<file path="config.mk">
export PLATFORM = sky130hd
export DESIGN_NAME = pse_divider
export DESIGN_NICKNAME = d
export VERILOG_FILES = /design/src/rtl/core/pse_pkg.sv /design/src/rtl/core/pse_divider.sv
export SDC_FILE = /design/constraint.sdc
export NUM_CORES = 1
export LEC_CHECK = 0
export BUFFER_PORTS_ARGS = -buffer_cell sky130_fd_sc_hd__buf_4
export CORE_MARGIN = 2
export CORE_UTILIZATION = 39
export DETAILED_ROUTE_END_ITERATION = 8
export GPL_TIMING_DRIVEN = 0
export SKIP_LAST_GASP = 1
export SLEW_MARGIN = 20
export SYNTH_ARGS = -nofsm -noshare
export SYNTH_HDL_FRONTEND = slang
export SYNTH_SLANG_ARGS = --single-unit
</file>
<file path="constraint.sdc">
create_clock -name clock -period 4.7 [get_ports clock]
set_input_delay 0.235 -clock clock [delete_from_list [all_inputs] [get_ports clock]]
set_output_delay 0.235 -clock clock [all_outputs]
set_load 0.005 [all_outputs]
</file>
<file path="src/rtl/core/pse_pkg.sv">
// ============================================================================
// pse_pkg
// Types and codes shared by the postfix stack evaluator and its divider.
// ============================================================================
`default_nettype none

package pse_pkg;

   typedef enum logic [1:0] {
      KIND_NUMBER = 2'd0,
      KIND_OPER   = 2'd1,
      KIND_END    = 2'd2,
      KIND_SPARE  = 2'd3
   } kind_type;

   typedef enum logic [1:0] {
      OP_ADD = 2'd0,
      OP_SUB = 2'd1,
      OP_MUL = 2'd2,
      OP_DIV = 2'd3
   } oper_type;

   typedef enum logic [2:0] {
      ST_OK        = 3'd0,
      ST_FEW       = 3'd1,
      ST_TRAILING  = 3'd2,
      ST_DIV_ZERO  = 3'd3,
      ST_OVERFLOW  = 3'd4
   } status_type;

   typedef enum logic [2:0] {
      S_IDLE,
      S_READ,
      S_EXEC,
      S_DIV,
      S_MUL,
      S_WRITE,
      S_RESULT
   } state_type;

   localparam int unsigned DATA_W = 64;

   // divider handshake
   typedef struct packed {
      logic start;
   } div_ctl_type;

   typedef struct packed {
      logic busy;
      logic done;
   } div_sts_type;

endpackage

`default_nettype wire

</file>
<file path="src/rtl/core/pse_divider.sv">
// ============================================================================
// pse_divider
// Signed 64-bit truncating divider, one quotient bit per cycle.
// ============================================================================
`default_nettype none

module pse_divider (
   input  wire logic                    clock,
   input  wire logic                    reset,
   input  wire pse_pkg::div_ctl_type    ctl,
   input  wire logic [63:0]             dividend,
   input  wire logic [63:0]             divisor,
   output pse_pkg::div_sts_type         sts,
   output logic [63:0]                  quotient
);
   import pse_pkg::*;

   logic        busy_ff, busy_in;
   logic        done_ff, done_in;
   logic [6:0]  count_ff, count_in;
   logic [63:0] rem_ff, rem_in;
   logic [63:0] quo_ff, quo_in;
   logic [63:0] den_ff, den_in;
   logic        neg_ff, neg_in;
   logic [64:0] trial;
   logic [63:0] mag_a;
   logic [63:0] mag_b;

   assign mag_a = dividend[63] ? 64'd0 - dividend : dividend;
   assign mag_b = divisor[63] ? 64'd0 - divisor : divisor;
   assign trial = {rem_ff, quo_ff[63]} - {1'b0, den_ff};

   always_comb begin
      busy_in  = busy_ff;
      done_in  = 1'b0;
      count_in = count_ff;
      rem_in   = rem_ff;
      quo_in   = quo_ff;
      den_in   = den_ff;
      neg_in   = neg_ff;
      if (ctl.start) begin
         busy_in  = 1'b1;
         count_in = 7'd0;
         rem_in   = 64'd0;
         quo_in   = mag_a;
         den_in   = mag_b;
         neg_in   = dividend[63] ^ divisor[63];
      end else if (busy_ff) begin
         // restoring step: shift a dividend bit in, subtract when it fits
         if (!trial[64]) begin
            rem_in = trial[63:0];
            quo_in = {quo_ff[62:0], 1'b1};
         end else begin
            rem_in = {rem_ff[62:0], quo_ff[63]};
            quo_in = {quo_ff[62:0], 1'b0};
         end
         count_in = count_ff + 7'd1;
         if (count_ff == 7'd63) begin
            busy_in = 1'b0;
            done_in = 1'b1;
         end
      end
   end

   always_ff @(posedge clock) begin
      if (reset) begin
         busy_ff  <= 1'b0;
         done_ff  <= 1'b0;
         count_ff <= 7'd0;
      end else begin
         busy_ff  <= busy_in;
         done_ff  <= done_in;
         count_ff <= count_in;
      end
      rem_ff <= rem_in;
      quo_ff <= quo_in;
      den_ff <= den_in;
      neg_ff <= neg_in;
   end

   assign quotient  = neg_ff ? 64'd0 - quo_ff : quo_ff;
   assign sts.busy  = busy_ff;
   assign sts.done  = done_ff;

   a_done_after_busy: assert property (@(posedge clock) disable iff (reset)
      done_ff |-> !busy_ff) else $error("divider done while busy");
   a_start_idle: assert property (@(posedge clock) disable iff (reset)
      ctl.start |=> busy_ff) else $error("divider did not start");
   a_count_range: assert property (@(posedge clock) disable iff (reset)
      busy_ff |-> count_ff < 7'd64) else $error("divider count overrun");

endmodule

`default_nettype wire

</file>
# == Word level (Yosys, flattened, before mapping) ==
# Index checks and enable logic that the tools add are counted.
# totals
register_bits,202
latchBits,0
ramBits,0
mem_bits_ro,0
inputBits,131
out_inout_bits,66
elab_cells,30
mem_count,0
# classes
addsub,5
multipliers,0
div_mod_pow,0
order_cmp,0
n_eq_ne,1
n_shift,0
muxes,11
bitwise_logic,2
reduce_logical,3
# op_table
operator,n
64-bit 2-to-1 mux,5
1-bit by 64-bit subtractor with 64-bit output (first input constant),3
65-bit by 64-bit subtractor with 65-bit output,1
63-bit 2-to-1 mux,1
7-bit by 1-bit adder with 7-bit output (second input constant),1
7-bit by 6-bit equality test with 1-bit output (second input constant),1
1-bit 2-to-1 mux,5
3-bit OR reduction,1
2-bit nonzero test,1
2-bit OR reduction,1
1-bit inverter,1
1-bit bitwise XOR,1

# == Depth between registers and ports, before layout ==
# Gate-level depths: netlist of run 1.
# logic_depth
word_depth,4
ltp_mapped,14
ltp_nobuf,13

# == Worst setup path before layout of run 1 ==
# OpenSTA, ideal clock, no wires.
# synth_timing
path_kind,flip-flop to output port
startpoint,register quo_ff[20]
endpoint,output quotient[62]
arrival_ns,3.152
required_ns,4.465
slack_ns,1.313
path_stages_with_launch,12
n_path_buf,1
path_cell_list,edfxtp_1 or4_4 or4_1 or2_1 or3_4 or2_4 or3_1 buf_2 nand2_2 nand3_1 a21oi_2 xnor2_1
# synth_between
elab_chain_cells,2
# synth_lines
element,line,source
start: declaration,pse_divider.sv:22,"logic [63:0] quo_ff, quo_in;"
start signal: assignment,pse_divider.sv:76,quo_ff <= quo_in;
1-bit by 64-bit subtractor with 64-bit output,pse_divider.sv:81,assign quotient = neg_ff ? 64'd0 - quo_ff : quo_ff;
64-bit 2-to-1 mux,pse_divider.sv:81,
end: declaration,pse_divider.sv:14,output logic [63:0] quotient
# No other way between the ends.

# == Worst setup path after layout of run 1 ==
# layout_timing
startpoint,register quo_ff[5]
endpoint,output quotient[62]
# Same word-level chain as after synthesis.

==> impl_metrics.yaml, run 1 <==
timing:
  fin_setup_tns_ns: 0
  slew_viol_final: 0
  fmax_mhz: 226.6
  hold_violations: 0
  setup_viol: 0
  finClkSkew_ns: 0.01910
  layout_setup_ws_ns: 0.2875
  timing.final.crit_period_ns: 4.413
  rsz0062_at_grt: "false"
  maxSlewHeadroom_pct: 27.71
  period_share_pct: 93.88
  max_slew.worst_pin.slew_ns: 1.082
global_route:
  grt_max_degree: 67
  grt_overflow: 0
  grt_usage_pct: 23.51
  antenna_found_initial: 0
  grt_first_pass_wirelength_um: 78340
  grt_pass1_vias: 14430
critical_path:
  cp_cell_sequence: "or3_4, or4_4, nand2b_1, or3_4, or2_4, or3_1, buf_2, nand2_2, nand3_1, a21oi_2, xnor2_1, buf_4"
  crit_path_frequent_cell: "or3_4"
  critPathKind: "flip-flop to primary output"
  start_kind: "flip-flop"
  end_kind: "primary output"
  critical_path.max_stage_delay_ns: 0.53
  reg2reg_depth: 13
  worstPathRequired_ns: 4.47
  cpMaxStageDelayCell: "or4_4"
  worstPathMaxFanout: 6
  arrival_ns: 4.18
power_and_ir_drop:
  p_seq_share_pct: 37.0
  vdd_drop_max_v: 0.0002751
  p_switching_w: 0.002080
  power.share.clock_pct: 30.1
  p_int_w: 0.003997
  p_per_area_mw_per_mm2: 323.5
  combPwrFrac_pct: 32.9
  swShare_pct: 34.23
  p_leak_nw: 7.194
route:
  antenna_left: 0
  firstDrtPassIters: 6
  wl_per_cell_um: 19.08
  drc: 0
  wl_um: 50940
  viasPerCell: 5.673
  vias: 15150
  drt_iter0_drc: 1179
clock_network:
  cts_tree: "done"
  root_buffer: "clkbuf_16"
  post_cts_buffers: 0
  clockBufferDepth: 3
  clk_pin_slew_worst_paths_ns: 0.06
  cts_inserted_buffers: 24
  cts_num_sinks: 202
  insertion_delay_ns: 0.54
  htree_levels: 1
floorplan:
  start_util_pct: 39.57
  core-area_sq_mm: 0.03973
  dieArea_sq_mm: 0.04193
  num_io_pins: 197
  die_y_um: 204.8
  rows: 73
  fp.dieW_um: 204.8
finish:
  layout-area-overhead-vs-synth_pct: 19.48
  nFillCells: 3975
  final_common_cell: "nand2_1"
  final_core_util_pct: 47.28
  diodes: 0
  postLayoutCellArea_sq_mm: 0.01878
  drive_above_1_share_pct: 12.91
  layout_common_cells: "nand2_1 (219), buf_4 (197), nor2_1 (177)"
  fin_nets: 2327
synthesis:
  netlist_area_sq_mm: 0.01572
  netlist_instances: 1891
  synth_edf_count: 129
  synth_top_area_share_pct: 24.64
  syn-num-nets: 2091
  synth-async-reset-ratio_pct: 0
  ys_warn_count: 0
  synth_area_per_cell_sq_um: 8.314
  synth_area_leaders: "edfxtp_1 (25%), dfxtp_1 (9.3%), xnor2_1 (8.3%), a21oi_1 (5.4%), ha_1 (5.4%)"
  ys_ff_latch: 202
  seq_area_frac_synth_pct: 33.94
  synth_flop_cell: "edfxtp_1"
  ys_types: 78
  synth_area_leader_cell: "edfxtp_1"
placement:
  port_buffers: 194
  hpwl_um: 39750
  dp_slack_ns: 0.1459
  finalWeightedCongestion: 0.9569
  postPlaceCellArea_sq_mm: 0.01786
outcome:
  status: "finished clean"
min_path:
  hold_class: "primary input to flip-flop"
  holdPathStages: 2
flow_run:
  cap_violations: 0
critical path, delay by kind of cell (launching register included):
kind / cells / cell delay (ns)
xor gates and xnor gates: 1 / 0.18
and+or+nand+nor: 8 / 2.52
DFF: 1 / 0.44
buffers and inverters: 2 / 0.35
AOI/OAI and AO/OA: 1 / 0.16
logic make-up (layout without fill, tap and decap cells):
family          count (synthesis)  in the layout  share of synthesized area, %
compound gates                543            543                         22.51
fa+ha+maj                      69             69                         5.539
buf+inv                       198            452                         4.863
mux                             3              3                        0.1990
simple gates                  633            633                         19.42
xor+xnor                      243            243                         13.54
flops                         202            202                         33.94
state kept, by name, summed over array words and instances, names as in the netlist:
register  cells
rem_ff       64
neg_ff        1
done_ff       1
count_ff      7
busy_ff       1
quo_ff       64
den_ff       64
per-stage QoR:
stage          hold WS, ns  total power [W]  std cells
2_1_floorplan       0.3074         0.003487       1891
3_3_place_gp        0.4001         0.004219       2610
3_5_place_dp        0.4016         0.004237       2611
4_1_cts          0.0009698         0.006093       2670
5_1_grt           0.008568         0.006407       2670
6_report           0.01638         0.006077       2670
power by group through the flow:
stage	registers, W	logic [W]	clock network (W)
2_1_floorplan	0.00223	0.00126	0
3_3_place_gp	0.00228	0.00194	0
3_5_place_dp	0.00228	0.00196	0
4_1_cts	0.00224	0.00198	0.00187
5_1_grt	0.00227	0.00220	0.00194
6_report	0.00225	0.00200	0.00183
worst paths after layout:
path | endpoint | slack (ns) | from
setup / recovery | quotient[62] | 0.29 | quo_ff[5]
hold / removal | den_ff[6] | 0.02 | divisor[6]
setup reg to reg | rem_ff[42] | 0.41 | quo_ff[63]
hold reg to reg | count_ff[5] | 0.49 | count_ff[5]
area by class of cell:
class / instances / area, sq um / area share (%)
plain buffers: 108 / 430.4 / 2.291
multi-input cells: 1491 / 9628 / 51.26
inverters: 90 / 340.3 / 1.812
flip-flops and latches: 202 / 5335 / 28.40
clock buffers: 35 / 694.4 / 3.697
repair buffers: 210 / 1627 / 8.659
well taps: 525 / 656.9 / 3.497
clock inverters: 9 / 72.57 / 0.3863
timing repair:
action                                  in CTS  in global routing
endpoints found under the setup margin       0                 30
resized for setup                            0                  7
hold endpoints to repair                    15                  0
hold buffers                                15                  0
Yosys cell counts (all sizes together), types with 30 or more instances:
library cell,instances
a21o,30
a21oi,171
a311oi,36
clkbuf,92
dfxtp,73
edfxtp,129
ha,68
inv,89
nand2,220
nand4,41
nor2,177
nor3,30
o21ai,113
o31ai,64
or3,35
xnor2,149
xor2,94
layer usage:
layer / routed length, um / global-route usage (%) / vias up
met4: 1367 / 6.651 / 0
met1: 22890 / 31.68 / 7243
met2: 23570 / 39.48 / 490
li1: - / - / 7342
met3: 3105 / 2.895 / 73
met5: 0 / 0 / -
Power figures use the tool's default switching activity.
==> inputs of run 2 (changes only) <==
--- a/config.mk
+++ b/config.mk
@@ -7,4 +7,5 @@
 export LEC_CHECK = 0
 export BUFFER_PORTS_ARGS = -buffer_cell sky130_fd_sc_hd__buf_4
+export CORE_ASPECT_RATIO = 0.5
 export CORE_MARGIN = 2
 export CORE_UTILIZATION = 39
==> constraint.sdc (replaced) <==
create_clock -name clock -period 4.7 [get_ports clock]
set_input_delay 0.235 -clock clock [delete_from_list [all_inputs] [get_ports clock]]
set_output_delay 0.235 -clock clock [all_outputs]
set_load 0.01 [all_outputs]
==> run 2 against run 1 <==
Effect of this change:
- cell area is 2.1% higher
- critical endpoint unchanged
- register-to-register slack got worse by 0.04 ns
- non-clock buffer count increased by 34
- hold slack worse by 0.0015 ns
- via count up 0.86%
- sequential power about the same
- die area is 0.23% higher
- power grew 2.7%
- clock-buffer cell count decreased by 6
- worst setup slack lost 0.036 ns
- critical path depth stayed put
- fmax fell by 0.81%
==> impl_metrics.yaml, run 2 (synthesized netlist as in run 1, its figures left out) <==
route:
  wl_per_cell_um: 19.48
  viasPerCell: 5.644
  firstDrtPassIters: 5
  wl_um: 52720
  drt_iter0_drc: 1158
  drc: 0
  antenna_left: 0
  vias: 15280
timing:
  rsz0062_at_grt: "false"
  fin_setup_tns_ns: 0
  holdWs_ns: 0.01489
  max_slew.worst_pin.slew_ns: 1.187
  maxSlewHeadroom_pct: 20.65
  layout_setup_ws_ns: 0.2513
  period_share_pct: 94.65
  hold_violations: 0
  finClkSkew_ns: 0.02536
  setup_viol: 0
  fmax_mhz: 224.8
  slew_viol_final: 0
  timing.final.crit_period_ns: 4.449
floorplan:
  num_io_pins: 197
  core-area_sq_mm: 0.03931
  start_util_pct: 40.00
  die_y_um: 146.0
  rows: 51
  dieArea_sq_mm: 0.04203
  fp.dieW_um: 287.9
finish:
  nFillCells: 3923
  final_common_cell: "nand2_1"
  multiInputGateArea_sq_mm: 0.009657
  seq_area_sq_mm: 0.005335
  drive_above_1_share_pct: 13.05
  top_regs: "den_ff: 64 flops, quo_ff: 64 flops, rem_ff: 64 flops"
  layout_common_cells: "nand2_1 (219), buf_4 (197), nor2_1 (177)"
  fin_nets: 2360
  fin_cells: 2707
  layout-area-overhead-vs-synth_pct: 21.98
  diodes: 0
outcome:
  status: "finished clean"
flow_run:
  cap_violations: 0
clock_network:
  clk_pin_slew_worst_paths_ns: 0.07
  clockBufferDepth: 3
  root_buffer: "clkbuf_16"
  insertion_delay_ns: 0.55
  cts_inserted_buffers: 23
  cts_num_sinks: 202
  htree_levels: 1
  cts_tree: "done"
critical_path:
  reg2reg_depth: 13
  arrival_ns: 4.21
  rr_endpoint: "rem_ff[42]"
  cpMaxStageDelayCell: "or4_4"
  r2r-start: "den_ff[43]"
  worstPathRequired_ns: 4.47
  start_kind: "flip-flop"
  critPathKind: "flip-flop to primary output"
  end_kind: "primary output"
  crit_path_frequent_cell: "or3_4"
  critical_path.max_stage_delay_ns: 0.54
  r2r_setup_slack_ns: 0.37
  worstPathMaxFanout: 6
  cp_cell_sequence: "or3_4, or4_4, nand2b_1, or3_4, or2_4, or3_1, buf_2, nand2_2, nand3_1, a21oi_2, xnor2_1, buf_4"
power_and_ir_drop:
  vdd_drop_max_v: 0.0002626
  p_total_w: 0.006240
  p_leak_nw: 7.375
  p_per_area_mw_per_mm2: 325.4
min_path:
  hold_class: "primary input to flip-flop"
  holdPathStages: 2
  hp-start: "divisor[3]"
  holdPathEnd: "den_ff[3]"
placement:
  port_buffers: 194
  finalWeightedCongestion: 0.9537
  hpwl_um: 40440
  dp_slack_ns: 0.07997
  placed_cells: 2616
global_route:
  use_met2_pct: 38.99
  antenna_found_initial: 0
  grt_max_degree: 67
  grt_overflow: 0
  use_met3_pct: 3.041
  grt_use_met1_pct: 33.66
  grt_pass1_vias: 14340
  grt_first_pass_wirelength_um: 80270
  grt-busiest-layer: "met2"
  grt_usage_pct: 23.96
[run 2: final cells by class]
type	instances	area share, %
clock inverters	13	0.6655
well taps	530	3.458
repair buffers	244	10.30
inverters	90	1.775
flip-flops and latches	202	27.82
clock buffers	29	3.386
plain buffers	108	2.244
multi-input cells	1491	50.36
[run 2: per-stage QoR]
step | area [sq um] | util (%)
finish | 19180 | 48.79
global placement | 17840 | 45.39
CTS | 19140 | 48.69
floorplan | 15720 | -
detailed placement | 17870 | 45.47
global route | 19180 | 48.79
[run 2: timing repair]
item | CTS | global route
gates resized for setup | 0 | 10
buffers inserted | 0 | 0
endpoints found under the setup margin | 0 | 61
hold buffers | 49 | 0
hold endpoints to repair | 50 | 0
[run 2: routing by layer]
| metal | vias up | share of wire, % |
|---|---|---|
| li1 | 7425 | - |
| met1 | 7343 | 46 |
| met2 | 439 | 45 |
| met3 | 72 | 5.7 |
| met4 | 0 | 2.4 |
| met5 | - | 0 |
[run 2: worst max path at each step]
stage	from	end	cells past startpoint
4_1_cts	den_ff[41]	rem_ff[13]	14
2_1_floorplan	quo_ff[20]	quotient[62]	11
5_1_grt	den_ff[43]	rem_ff[23]	13
3_3_place_gp	den_ff[43]	rem_ff[27]	14
3_5_place_dp	den_ff[43]	rem_ff[13]	14
6_report	quo_ff[5]	quotient[62]	12
[run 2: critical path, delay by kind of cell (launching register included)]
family | cells | cell delay, ns
buf+inv | 2 | 0.35
compound gates | 1 | 0.16
simple gates | 8 | 2.54
xor+xnor | 1 | 0.17
flops | 1 | 0.45
[run 2: power by group]
| part | leakage [nW] | switching, W | total (W) | internal, W |
|---|---|---|---|---|
| Clock | 0.383 | 0.000810 | 0.00190 | 0.00109 |
| Sequential | 1.86 | 0.000153 | 0.00225 | 0.00210 |
| Combinational | 5.13 | 0.00124 | 0.00209 | 0.000844 |
==> inputs of run 3 (changes only) <==
CORE_UTILIZATION = 45   (was 39)
PLACE_DENSITY = 0.67   (was unset)
clock period = 4 ns   (was 4.7 ns; I/O delays follow)
==> run 3 against run 2 <==
Effect of this change:
- the flow now finishes with violations (negative setup slack)
- cell count down 0.59%
- critical path type unchanged
- wire length down 1.2%
- die area down 13%
- via count up 1.9%
- worst setup slack worse by 0.51 ns
==> impl_metrics.yaml, run 3 (synthesized netlist as in run 1, its figures left out) <==
outcome:
  status: "finished, violations left"
  violations: "negative setup slack"
clock_network:
  htree_levels: 1
  cts_tree: "done"
  root_buffer: "clkbuf_16"
  cts_inserted_buffers: 22
  cts_num_sinks: 202
  clockBufferDepth: 3
  clk_pin_slew_worst_paths_ns: 0.07
  insertion_delay_ns: 0.54
critical_path:
  cpLargestDelayFamily: "simple AND/OR/NAND/NOR gates"
  end_kind: "primary output"
  path_depth: 11
  cp_cell_sequence: "or4_4, or4_4, or2_4, or3_4, or3_4, nor3_4, buf_6, nand4_4, o41ai_4, xnor2_2, buf_4"
  start_kind: "flip-flop"
  worstPathRequired_ns: 3.80
  cp_num_buf_inv: 2
  cpMaxStageDelayCell: "or4_4"
  critPathKind: "flip-flop to primary output"
  critical_path.max_stage_delay_ns: 0.55
  arrival_ns: 4.06
  worstPathMaxFanout: 5
  reg2reg_depth: 14
global_route:
  antenna_found_initial: 0
  grt_max_degree: 67
  grt_first_pass_wirelength_um: 78920
  grt_pass1_vias: 14420
  grt_usage_pct: 27.54
  grt_overflow: 0
placement:
  finalWeightedCongestion: 0.9738
  hpwl_um: 38390
  port_buffers: 194
  placed_cells: 2561
power_and_ir_drop:
  p_per_area_mw_per_mm2: 373.1
  p_leak_nw: 7.685
  p_total_w: 0.007396
  vdd_drop_max_v: 0.0002322
timing:
  timing.final.crit_period_ns: 4.256
  slew_viol_final: 0
  finClkSkew_ns: 0.02499
  max_slew.worst_pin.slew_ns: 0.9530
  setup_viol: 23
  layout_setup_ws_ns: -0.2561
  fmax_mhz: 235.0
  maxSlewHeadroom_pct: 36.46
  period_share_pct: 106.4
  rsz0062_at_grt: "true"
  hold_violations: 0
finish:
  layout_common_cells: "buf_4 (225), nand2_1 (212), nor2_1 (177)"
  diodes: 0
  drive_above_1_share_pct: 16.20
  fin_nets: 2400
  final_common_cell: "buf_4"
  fin_cells: 2691
  layout-area-overhead-vs-synth_pct: 26.08
  top_regs: "den_ff: 64 flops, quo_ff: 64 flops, rem_ff: 64 flops"
  nFillCells: 3154
route:
  drc: 0
  vias: 15570
  wl_per_cell_um: 19.36
  antenna_left: 0
  viasPerCell: 5.786
  firstDrtPassIters: 6
  drt_iter0_drc: 1579
  wl_um: 52100
min_path:
  holdPathStages: 2
  hold_class: "primary input to flip-flop"
floorplan:
  core-area_sq_mm: 0.03441
  start_util_pct: 45.68
  num_io_pins: 197
  rows: 48
  dieArea_sq_mm: 0.03654
  die_y_um: 136.2
  fp.dieW_um: 268.3
flow_run:
  cap_violations: 0
==> run 3: cell count changes in the layout (fill, tap and decap cells not counted), moves of 6 or more <==
cell | before | now
buf_4 | 197 | 225
buf_6 | 0 | 8
clkbuf_1 | 92 | 86
dlygate4sd3_1 | 49 | 62
nand2_1 | 219 | 212
nand2_2 | 1 | 7
==> run 3: report_power, final <==
part,internal (W),switching (W)
clock,0.00126,0.000928
sequential,0.00246,0.000181
combinational,0.00106,0.00150
total,0.00479,0.00261
==> run 3: stage by stage <==
stage	instance area, sq um	hold WS, ns	TNS [ns]	util, %	setup WS, ns
floorplan	15720	0.2724	0	-	0.6098
global placement	17770	0.3898	-22.99	51.64	-0.5751
detailed placement	17800	0.3839	-24.85	51.71	-0.5978
CTS	19510	0.002604	-3.713	56.68	-0.3044
global route	19820	0.01502	-5.622	57.60	-0.3279
finish	19820	0.02316	-3.060	57.60	-0.2561
==> run 3: layer usage <==
metal | vias up | GRT usage, % | routed length [um]
met5 | - | 0 | 0
met4 | 0 | 7.407 | 1248
met3 | 77 | 3.260 | 3532
met2 | 567 | 45.29 | 24030
met1 | 7421 | 38.42 | 23290
li1 | 7504 | - | -
==> run 3: area by class of cell <==
class | instances | area, sq um | share of cell area [%]
multi-input combinational | 1491 | 9980 | 50.35
sequential | 202 | 5335 | 26.92
timing repair buffer | 288 | 2349 | 11.85
clock buffer | 32 | 723.2 | 3.649
tap | 475 | 594.3 | 2.998
buffer | 105 | 452.9 | 2.285
inverter | 90 | 340.3 | 1.717
clock inverter | 8 | 47.55 | 0.2399
==> run 3: path summary, 6_finish.rpt <==
kind,from,to,slack [ns]
min,divisor[58],den_ff[58],0.02
max reg2reg,quo_ff[63],rem_ff[62],0.10
min reg2reg,count_ff[6],count_ff[6],0.49
max,quo_ff[20],quotient[63],-0.26
==> run 3: repair_timing <==
| action | 4_1_cts | 5_1_grt |
|---|---|---|
| gates resized for setup | 45 | 49 |
| hold buffers | 62 | 0 |
| buffers inserted | 12 | 20 |
| hold endpoints to repair | 63 | 0 |
| pin swaps | 12 | 25 |
| endpoints found under the setup margin | 90 | 88 |
==> run 3: worst register-to-register path: cells and delay by family, from the launching register on <==
kind	cells	cell delay, ns
buffers and inverters	2	0.30
AND/OR/NAND/NOR	2	0.30
flip-flops	1	0.51
XOR/XNOR	1	0.18
adder cells (fa/ha/maj)	2	0.43
AO/OA/AOI/OAI	7	2.08
